File: src/rtl/pcbp_pkg.sv
// Shared types and constants for the prefix code bit packer.
// No dependencies; the packer and the shifter refer to this package by scoped name.
package pcbp_pkg;

    localparam int BYTE_BITS    = 8;
    localparam int PEND_W       = 7;
    localparam int CNT_W        = 3;
    localparam int SYM_W        = 8;
    localparam int TABLE_DEPTH  = 256;
    localparam int MAX_BYTES    = 4;
    localparam int NB_W         = 3;
    localparam int SEARCH_DIGIT = 4;

    typedef enum logic [1:0] {
        OP_LOAD   = 2'd0,
        OP_ENCODE = 2'd1,
        OP_FLUSH  = 2'd2,
        OP_RSVD   = 2'd3
    } opcode_t;

    typedef enum logic [3:0] {
        ST_IDLE  = 4'b0001,
        ST_FETCH = 4'b0010,
        ST_SHIFT = 4'b0100,
        ST_FLUSH = 4'b1000
    } state_t;

    typedef struct packed {
        logic load;
        logic step;
    } shf_ctl_t;

    typedef struct packed {
        logic srch;
        logic done;
        logic code_bit;
        logic tail_le8;
    } shf_stat_t;

endpackage

File: src/rtl/pcbp_shifter.sv
// Code shift register: finds the sentinel one, then hands out code bits MSB first.
// Depends on pcbp_pkg.
module pcbp_shifter #(
    parameter int CODE_WIDTH = 32
) (
    input  logic                  aclk,
    input  logic                  aresetn,
    input  pcbp_pkg::shf_ctl_t    ctl,
    input  logic [CODE_WIDTH-1:0] load_code,
    output pcbp_pkg::shf_stat_t   stat
);

    localparam int LW    = $clog2(CODE_WIDTH);
    localparam int CMP_W = LW + 4;
    localparam int DIG   = (CODE_WIDTH <= pcbp_pkg::SEARCH_DIGIT) ? 1 : pcbp_pkg::SEARCH_DIGIT;

    logic [CODE_WIDTH-1:0] sr_reg,   sr_next;
    logic [LW-1:0]         left_reg, left_next;
    logic                  srch_reg, srch_next;

    always_comb begin
        sr_next   = sr_reg;
        left_next = left_reg;
        srch_next = srch_reg;
        if (ctl.load) begin
            sr_next   = load_code;
            left_next = LW'(CODE_WIDTH - 1);
            srch_next = 1'b1;
        end else if (srch_reg) begin
            // left tracks how many bits sit below the sentinel once it reaches the top
            if (sr_reg[CODE_WIDTH-1] || left_reg == '0) begin
                srch_next = 1'b0;
            end else if (sr_reg[CODE_WIDTH-1 -: DIG] == '0 && left_reg >= LW'(DIG)) begin
                sr_next   = sr_reg << DIG;
                left_next = left_reg - LW'(DIG);
            end else begin
                sr_next   = sr_reg << 1;
                left_next = left_reg - LW'(1);
            end
        end else if (ctl.step) begin
            sr_next   = sr_reg << 1;
            left_next = left_reg - LW'(1);
        end
    end

    always_ff @(posedge aclk) begin
        if (!aresetn) begin
            srch_reg <= 1'b0;
        end else begin
            srch_reg <= srch_next;
        end
        sr_reg   <= sr_next;
        left_reg <= left_next;
    end

    assign stat.srch     = srch_reg;
    assign stat.done     = !srch_reg && left_reg == '0;
    assign stat.code_bit = sr_reg[CODE_WIDTH-2];
    assign stat.tail_le8 = CMP_W'(left_reg) <= CMP_W'(pcbp_pkg::BYTE_BITS);

endmodule

File: config.mk
export PLATFORM = sky130hd
export DESIGN_NAME = pcbp_shifter
export DESIGN_NICKNAME = d
export VERILOG_FILES = /design/src/rtl/pcbp_pkg.sv /design/src/rtl/pcbp_shifter.sv
export SDC_FILE = /design/constraint.sdc
export NUM_CORES = 1
export LEC_CHECK = 0
export CAP_MARGIN = 40
export CORE_MARGIN = 2
export CORE_UTILIZATION = 58
export CTS_CLUSTER_SIZE = 40
export DETAILED_ROUTE_END_ITERATION = 10
export DONT_BUFFER_PORTS = 1
export PLACE_DENSITY = 0.8
export SLEW_MARGIN = 20
export SYNTH_ARGS = -nofsm -noshare
export SYNTH_HDL_FRONTEND = slang
export SYNTH_SLANG_ARGS = --single-unit
export TNS_END_PERCENT = 30
File: constraint.sdc
create_clock -name aclk -period 3.6 [get_ports aclk]
set_clock_uncertainty 0.1 [all_clocks]
set_input_delay 0.18 -clock aclk [delete_from_list [all_inputs] [get_ports aclk]]
set_output_delay 0.18 -clock aclk [all_outputs]
set_load 0.02 [all_outputs]
Word-level counts from Yosys, hierarchy flattened
Cells that the tools add are included.
{ "totals": {"input_bits": 36, "output_inout_bits": 4, "word_cells": 31, "ff_bits": 38} }
{ "classes": {"n_lt_le_gt_ge": 2, "n_eq_ne": 2, "reduce_logical": 10, "add_sub_neg": 2, "mux": 12} }
{ "op_table": {"columns": ["cell", "count"], "rows": [
  ["2-to-1 mux 32 bit", 5],
  ["2-to-1 mux 5 bit", 4],
  [">= comparator 5 x 3 -> 1 bit (second input constant)", 1],
  ["less-or-equal comparator 5 x 4 -> 1 bit (second input constant)", 1],
  ["zero test 5 bit", 1],
  ["subtractor 5 x 1 -> 5 bit (second input constant)", 1],
  ["subtractor 5 x 3 -> 5 bit (second input constant)", 1],
  ["zero test 4 bit", 1],
  ["AND reduction 2 bit", 2],
  ["2-to-1 mux 1 bit", 3],
  ["inequality test 3 bit (second input constant)", 1],
  ["nonzero test 3 bit", 1],
  ["logical AND 1 bit", 2],
  ["inequality test 2 bit (second input constant)", 1],
  ["nonzero test 2 bit", 1],
  ["zero test 1 bit", 1],
  ["logical OR 1 bit", 1]
]} }

Logic depth before layout (Yosys ltp)
Gate-level depths: netlist (run 1).
{ "logic_depth": {"ltp_word": 6, "depth_mapped": 8, "depth_no_buf": 6} }

Worst setup path before layout (run 1)
OpenSTA, ideal clock, no wires.
{ "synth_path": {"path_type": "reg2reg", "startpoint": "register left_reg[2]", "endpoint": "register sr_reg[0], enable pin", "synth_period_minus_slack_ps": 2460, "t_arrival_ps": 1966, "path_slack_ps": 1140, "t_required_ps": 3106, "setup_ps": 394, "path_stages_with_launch": 7, "n_path_buf": 1, "cell_sequence": "dfxtp_1 > inv_1 > ha_1 > and3b_1 > a2bb2oi_1 > buf_2 > nand2b_1"} }
{ "synth_via": {"elab_chain_len": 4} }
{ "synth_rtl": {"columns": ["element", "line_no", "rtl"], "rows": [
  ["start: declaration", "pcbp_shifter.sv:18", "logic [LW-1:0] left_reg, left_next;"],
  ["start signal: assignment", "pcbp_shifter.sv:53", "left_reg <= left_next;"],
  ["zero test 5 bit", "pcbp_shifter.sv:31", "if (sr_reg[CODE_WIDTH-1] || left_reg == '0) begin"],
  ["logical OR 1 bit", "pcbp_shifter.sv:31", null],
  ["inequality test 3 bit (no source line)", null, null],
  ["AND reduction 2 bit (no source line)", null, null],
  ["end signal: assignment", "pcbp_shifter.sv:52", "sr_reg <= sr_next;"],
  ["end: declaration", "pcbp_shifter.sv:17", "logic [CODE_WIDTH-1:0] sr_reg, sr_next;"]
]} }
Every way passes these cells.
A chain may end at the register's enable or synchronous reset.

Worst setup path after layout (run 1)
{ "layout_path": {"startpoint": "register left_reg[2]", "endpoint": "register left_reg[4]"} }
{ "layout_via": {"elab_chain_len": 5, "elab_cells_between_ends": 12, "cone_classes": "2 x add/sub; 1 x order compare; 1 x eq/ne; 4 x mux; 4 x reduce/logical"} }
{ "layout_rtl": {"columns": ["element", "line_no", "rtl"], "rows": [
  [">= comparator 5 x 3 -> 1 bit", "pcbp_shifter.sv:33", "end else if (sr_reg[CODE_WIDTH-1 -: DIG] == '0 && left_reg >= LW'(DIG)) begin"],
  ["logical AND 1 bit", "pcbp_shifter.sv:33", null],
  ["2-to-1 mux 5 bit", "pcbp_shifter.sv:33", null],
  ["2-to-1 mux 5 bit", "pcbp_shifter.sv:31", null],
  ["2-to-1 mux 5 bit", "pcbp_shifter.sv:29", "end else if (srch_reg) begin"]
]} }
Parallel ways exist; a longest one is shown, timed or not. The select of a mux whose other input is x is not followed.

==> results.toml, run 1 <==
[global_routing]
use_met1 = 0.258
grt_pass1_vias = 1421
grt_pass1_wl_mm = 6.55
global_route.usage.met3 = 0.0669
grt-ovfl-total = 0
antenna_found_initial = 0
grt_util_met2 = 0.358
grt_max_degree = 70
busiest_layer = "met2"
groute.usage.overall = 0.214

[clock_network]
clk_path_buf_depth = 2
numCtsBuffers = 5
cts.root.buffer_cell = "clkbuf_4"
cts_tree = "built"
clk_pin_slew_ps = 110
cts_resized = 0
clk_latency_ps = 340
htree_num_levels = 2
post_cts_buffers = 0
clock_sinks = 38

[worst_setup_path]
cp_slowest_cell = "dfxtp_1"
slowest_delay_ps = 480
critPathBufInv = 2
worstPathArrival_ps = 2390
critical_path.cell_chain = "inv_1, ha_1, and3b_1, a2bb2oi_1, clkbuf_4, o41ai_1, or3b_1"
endpoint_kind = "flip-flop"
path_max_fanout = 12
setup.worst_path.class = "flip-flop to flip-flop"
cp.required_ps = 3740
critical_path.top_delay_family = "simple AND/OR/NAND/NOR gates"
worstSetupStartpoint = "left_reg[2]"
rr_startpoint = "left_reg[2]"
worstSetupStartpointType = "flip-flop"

[floorplan]
start_util = 0.611
pin_count = 40
core-area_um2 = 3390
row_count = 21
die_w_um = 63.8
dieArea_um2 = 4060
die-height_um = 63.8

[synthesis]
postSynthCellCount = 195
synth_top_area_frac = 0.464
async_flop_share = 0
ys_ff_latch = 38
ys.flop_type = "edfxtp_1"
synth_area_um2 = 2070
synthTopCellsByCount = "nand2_1, edfxtp_1, o21ai_1"
synth.avg_cell_area_um2 = 10.6
yosysWarningCount = 0
syn-num-nets = 236
synth_most_common_cell = "nand2_1"
synth.area.top_cells = "edfxtp_1, mux2i_1, o21ai_1"
yosysUniqueCellTypes = 35
synth_edf_count = 32
yosysSeqAreaShare = 0.522
yosys.area.top_type = "edfxtp_1"

[sta]
fin_tns_setup_ps = 0
period_share = 0.624
rsz0062_at_grt = "false"
fmax_mhz = 445
drv_slew = 0
period_minus_slack_ps = 2250
slew_headroom = 0.630
hold_viol = 0
final-setup-viol-count = 0
tightest_slew_ps = 555

[detailed_routing]
wire_per_inst_um = 14.7
drcViolationCount = 0
vias_per_cell = 5.50
drt_iter0_drc = 72
first_pass_iters = 4
postRouteAntennaNets = 0
routed_wl_mm = 3.99
num_vias = 1491

[final_layout]
largest_reg_flops = 32
layout.nets = 267
drive_gt1_frac = 0.0667
area_delta_synth_final_pct = 19.6
num_antenna_cells = 0

[power_and_ir_drop]
power_density_nw_per_um2 = 371
leakage_nw = 0.896
peakVddDrop_v = 0.000227
power_w = 0.000918

[run]
cap_viol_max_count = 0

[hold_path]
hp-class = "primary input to flip-flop"
hold_start = "ctl[1]"

[place]
gp_congestion = 0.915
hpwl_mm = 2.61
io_buffers = 0

[status]
status = "completed"
## where the power goes
| group | internal [W] | total (W) | switching (W) |
|---|---|---|---|
| clock network | 0.0000667 | 0.000195 | 0.000128 |
| registers | 0.000541 | 0.000576 | 0.0000359 |
| logic | 0.0000736 | 0.000147 | 0.0000733 |
| total | 0.000681 | 0.000918 | 0.000238 |
## layout by cell type (no fill, tap or decap), types with 4 or more instances in the layout
cell	count
nor4_1	4
o21ai_1	30
dlygate4sd3_1	33
inv_1	7
ha_1	5
dfxtp_1	6
buf_4	4
mux2i_1	25
a21oi_1	5
clkbuf_4	6
nand2_1	35
edfxtp_1	32
## path summary, 6_finish.rpt
kind                  to  depth (start not counted)  slack [ps]
max          left_reg[4]                          7        1350
max reg2reg  left_reg[4]                          7        1350
min          left_reg[3]                          2          30
min reg2reg   sr_reg[15]                          2         540
## per-stage QoR
stage / std cells / worst slack (ps) / cell area (um2) / hold WS, ps / utilization
after floorplan: 195 / 1140 / 2070 / 197 / -
after global placement: 230 / 1350 / 2080 / 173 / 0.613
after detailed placement: 230 / 1250 / 2080 / 176 / 0.613
after CTS: 270 / 1230 / 2470 / 36.2 / 0.728
after global routing: 271 / 1210 / 2480 / 92.7 / 0.731
final: 271 / 1350 / 2480 / 29.7 / 0.731
## logic make-up after synthesis
group	synth area share
flops	0.522
buf+inv	0.0520
fa+ha+maj	0.0302
simple gates	0.147
compound gates	0.128
mux	0.121
## area by class of cell
type | instances | area (um2)
Sequential cell | 38 | 1080
Fill cell | 230 | 913
Multi-Input combinational cell | 135 | 882
Timing Repair Buffer | 39 | 388
Tap cell | 46 | 57.6
Clock buffer | 5 | 37.5
Inverter | 7 | 26.3
Clock inverter | 1 | 3.75
## per-layer routing
| layer | wire length (um) | up-vias |
|---|---|---|
| li1 | - | 764 |
| met3 | 177 | 5 |
| met4 | 60 | 0 |
| met2 | 2040 | 39 |
| met1 | 1710 | 683 |
| met5 | 0 | - |
## what timing repair did
action                                  in CTS  in global routing
endpoints found under the hold margin       38                  0
endpoints found under the setup margin       0                  0
hold buffers                                34                  0
Note: power is estimated with default switching activity, not from simulation.
==> inputs of run 2 (changes only) <==
--- a/config.mk
+++ b/config.mk
@@ -7,7 +7,7 @@
 export LEC_CHECK = 0
 export CAP_MARGIN = 40
 export CORE_MARGIN = 2
-export CORE_UTILIZATION = 58
+export CORE_UTILIZATION = 56
 export CTS_CLUSTER_SIZE = 40
 export DETAILED_ROUTE_END_ITERATION = 10
 export DONT_BUFFER_PORTS = 1
==> constraint.sdc (replaced) <==
create_clock -name aclk -period 1.95 [get_ports aclk]
set_clock_uncertainty 0.1 [all_clocks]
set_input_delay 0.0975 -clock aclk [delete_from_list [all_inputs] [get_ports aclk]]
set_output_delay 0.0975 -clock aclk [all_outputs]
set_load 0.02 [all_outputs]
==> run 2 against run 1 <==
Against the previous run: the run now ends with negative setup slack left; sequential power rose by 89%; total power up 130%; global-route usage is 6.0 points higher; die area is 3.4% higher; via count rose by 31%; sequential share of layout area is 10 points lower; cell count rose by 18%; register-to-register slack worse by 1500 ps; utilization up 16 points; sequential cell count unchanged; maximum frequency increased by 6.8%; routed wire length rose by 86%.
==> results.toml, run 2 (synthesis results as in run 1) <==
[final_layout]
layout_common_cells = "dlygate4sd3_1, nand2_1, edfxtp_1"
area_delta_synth_final_pct = 55.6
num_antenna_cells = 0
layout.nets = 311
fin_util = 0.894
largest_reg_flops = 32
final_common_cell = "dlygate4sd3_1"
drive_gt1_frac = 0.269

[floorplan]
pin_count = 40
dieArea_um2 = 4200
row_count = 22
die_w_um = 64.8
die-height_um = 64.8
start_util = 0.574
core-area_um2 = 3610

[clock_network]
numCtsBuffers = 5
clk_pin_slew_ps = 70
clk_path_buf_depth = 2
clk_latency_ps = 290
cts_tree = "built"
cts.root.buffer_cell = "clkbuf_8"
clock_sinks = 38
htree_num_levels = 2

[sta]
tightest_slew_ps = 546
rsz0062_at_grt = "true"
final-setup-viol-count = 31
setup_ws_ps = -155
slew_headroom = 0.633
period_minus_slack_ps = 2110
fin_tns_setup_ps = -2190
whs_ps = 19.8
hold_viol = 0
fmax_mhz = 475
period_share = 1.08
drv_slew = 0

[worst_setup_path]
cp-endpoint = "sr_reg[28]"
r2r_slack_ps = -160
worstPathArrival_ps = 2030
worstSetupStartpoint = "left_reg[3]"
critical_path.cell_chain = "inv_2, buf_6, ha_4, nor3b_4, o311a_4, buf_12, mux2i_2, o21ai_1"
endpoint_kind = "flip-flop"
worstSetupStartpointType = "flip-flop"
rr_startpoint = "left_reg[3]"
setup.worst_path.class = "flip-flop to flip-flop"
cp.required_ps = 1880
path_max_fanout = 7
slowest_delay_ps = 430
timing.rr.end = "sr_reg[28]"
cp_slowest_cell = "o311a_4"
r2r_cells = 8

[global_routing]
groute.usage.overall = 0.274
grt_pass1_vias = 1854
grt_pass1_wl_mm = 8.64
grt_max_degree = 74
grt-ovfl-total = 0
antenna_found_initial = 0

[detailed_routing]
postRouteAntennaNets = 0
drcViolationCount = 0
wire_per_inst_um = 23.2
routed_wl_mm = 7.41
first_pass_iters = 5
vias_per_cell = 6.12
drt_iter0_drc = 198
num_vias = 1953

[place]
hpwl_mm = 2.95
io_buffers = 0
gp_congestion = 0.827

[power_and_ir_drop]
peakVddDrop_v = 0.000590
power_w = 0.00212
power_density_nw_per_um2 = 656
leakage_nw = 1.17

[status]
violations = "negative setup slack"
status = "finished with violations"

[hold_path]
hp-class = "primary input to flip-flop"

[run]
cap_viol_max_count = 0
## run 2: cell types whose count changed in the layout (fill, tap and decap cells not counted), sizes merged
cell	previous run	this run
buf	5	28
clkbuf	6	9
dlygate4sd3	33	53
## run 2: worst min path at each step
stage / from / end / slack, ps / depth (start not counted)
5_1_grt: ctl[1] / left_reg[3] / 10 / 2
4_1_cts: ctl[1] / left_reg[1] / -200 / 1
3_3_place_gp: ctl[1] / left_reg[1] / 90 / 1
2_1_floorplan: aresetn / srch_reg / 110 / 1
3_5_place_dp: ctl[1] / left_reg[1] / 100 / 1
6_report: ctl[1] / left_reg[3] / 20 / 2
## run 2: layout make-up
cell class	instances	area, um2
Sequential cell	38	1080
Inverter	7	26.3
Tap cell	48	60.1
Fill cell	144	383
Multi-Input combinational cell	135	1100
Clock inverter	1	5.00
Timing Repair Buffer	83	863
Clock buffer	7	86.3
## run 2: stage by stage
stage	setup slack, ps	instance area [um2]	cells
after global routing	-198	3220	319
after CTS	-53.0	2860	301
after global placement	-139	2220	247
final	-155	3220	319
after detailed placement	-212	2220	247
after floorplan	-47.3	2080	195
## run 2: what timing repair did
action / in CTS / in global routing
pin swaps: 3 / 5
hold buffers: 43 / 11
setup buffers: 2 / 5
gates cloned: 1 / 2
endpoints found under the setup margin: 65 / 36
gates resized for setup: 17 / 33
hold endpoints to repair: 38 / 36
## run 2: critical path: cells and delay by family (launching register included)
kind	cells	cell delay, ps
AO/OA/AOI/OAI	2	540
flip-flops	1	340
buffers and inverters	3	330
multiplexers	1	220
adder cells (fa/ha/maj)	1	150
AND/OR/NAND/NOR	1	150
## run 2: report_power, final
group          internal (W)  total [W]  leakage, nW  switching, W
clock              0.000286   0.000565       0.0482      0.000279
sequential          0.00100    0.00109        0.381     0.0000915
combinational      0.000237   0.000458        0.742      0.000221
total               0.00152    0.00212         1.17      0.000592
## run 2: metal layers
layer | up-vias | global-route usage | wire (um)
met4 | 0 | 0.0904 | 274
met2 | 131 | 0.532 | 3880
met1 | 929 | 0.303 | 2710
met3 | 30 | 0.0382 | 553
met5 | - | 0 | 0
li1 | 863 | - | -
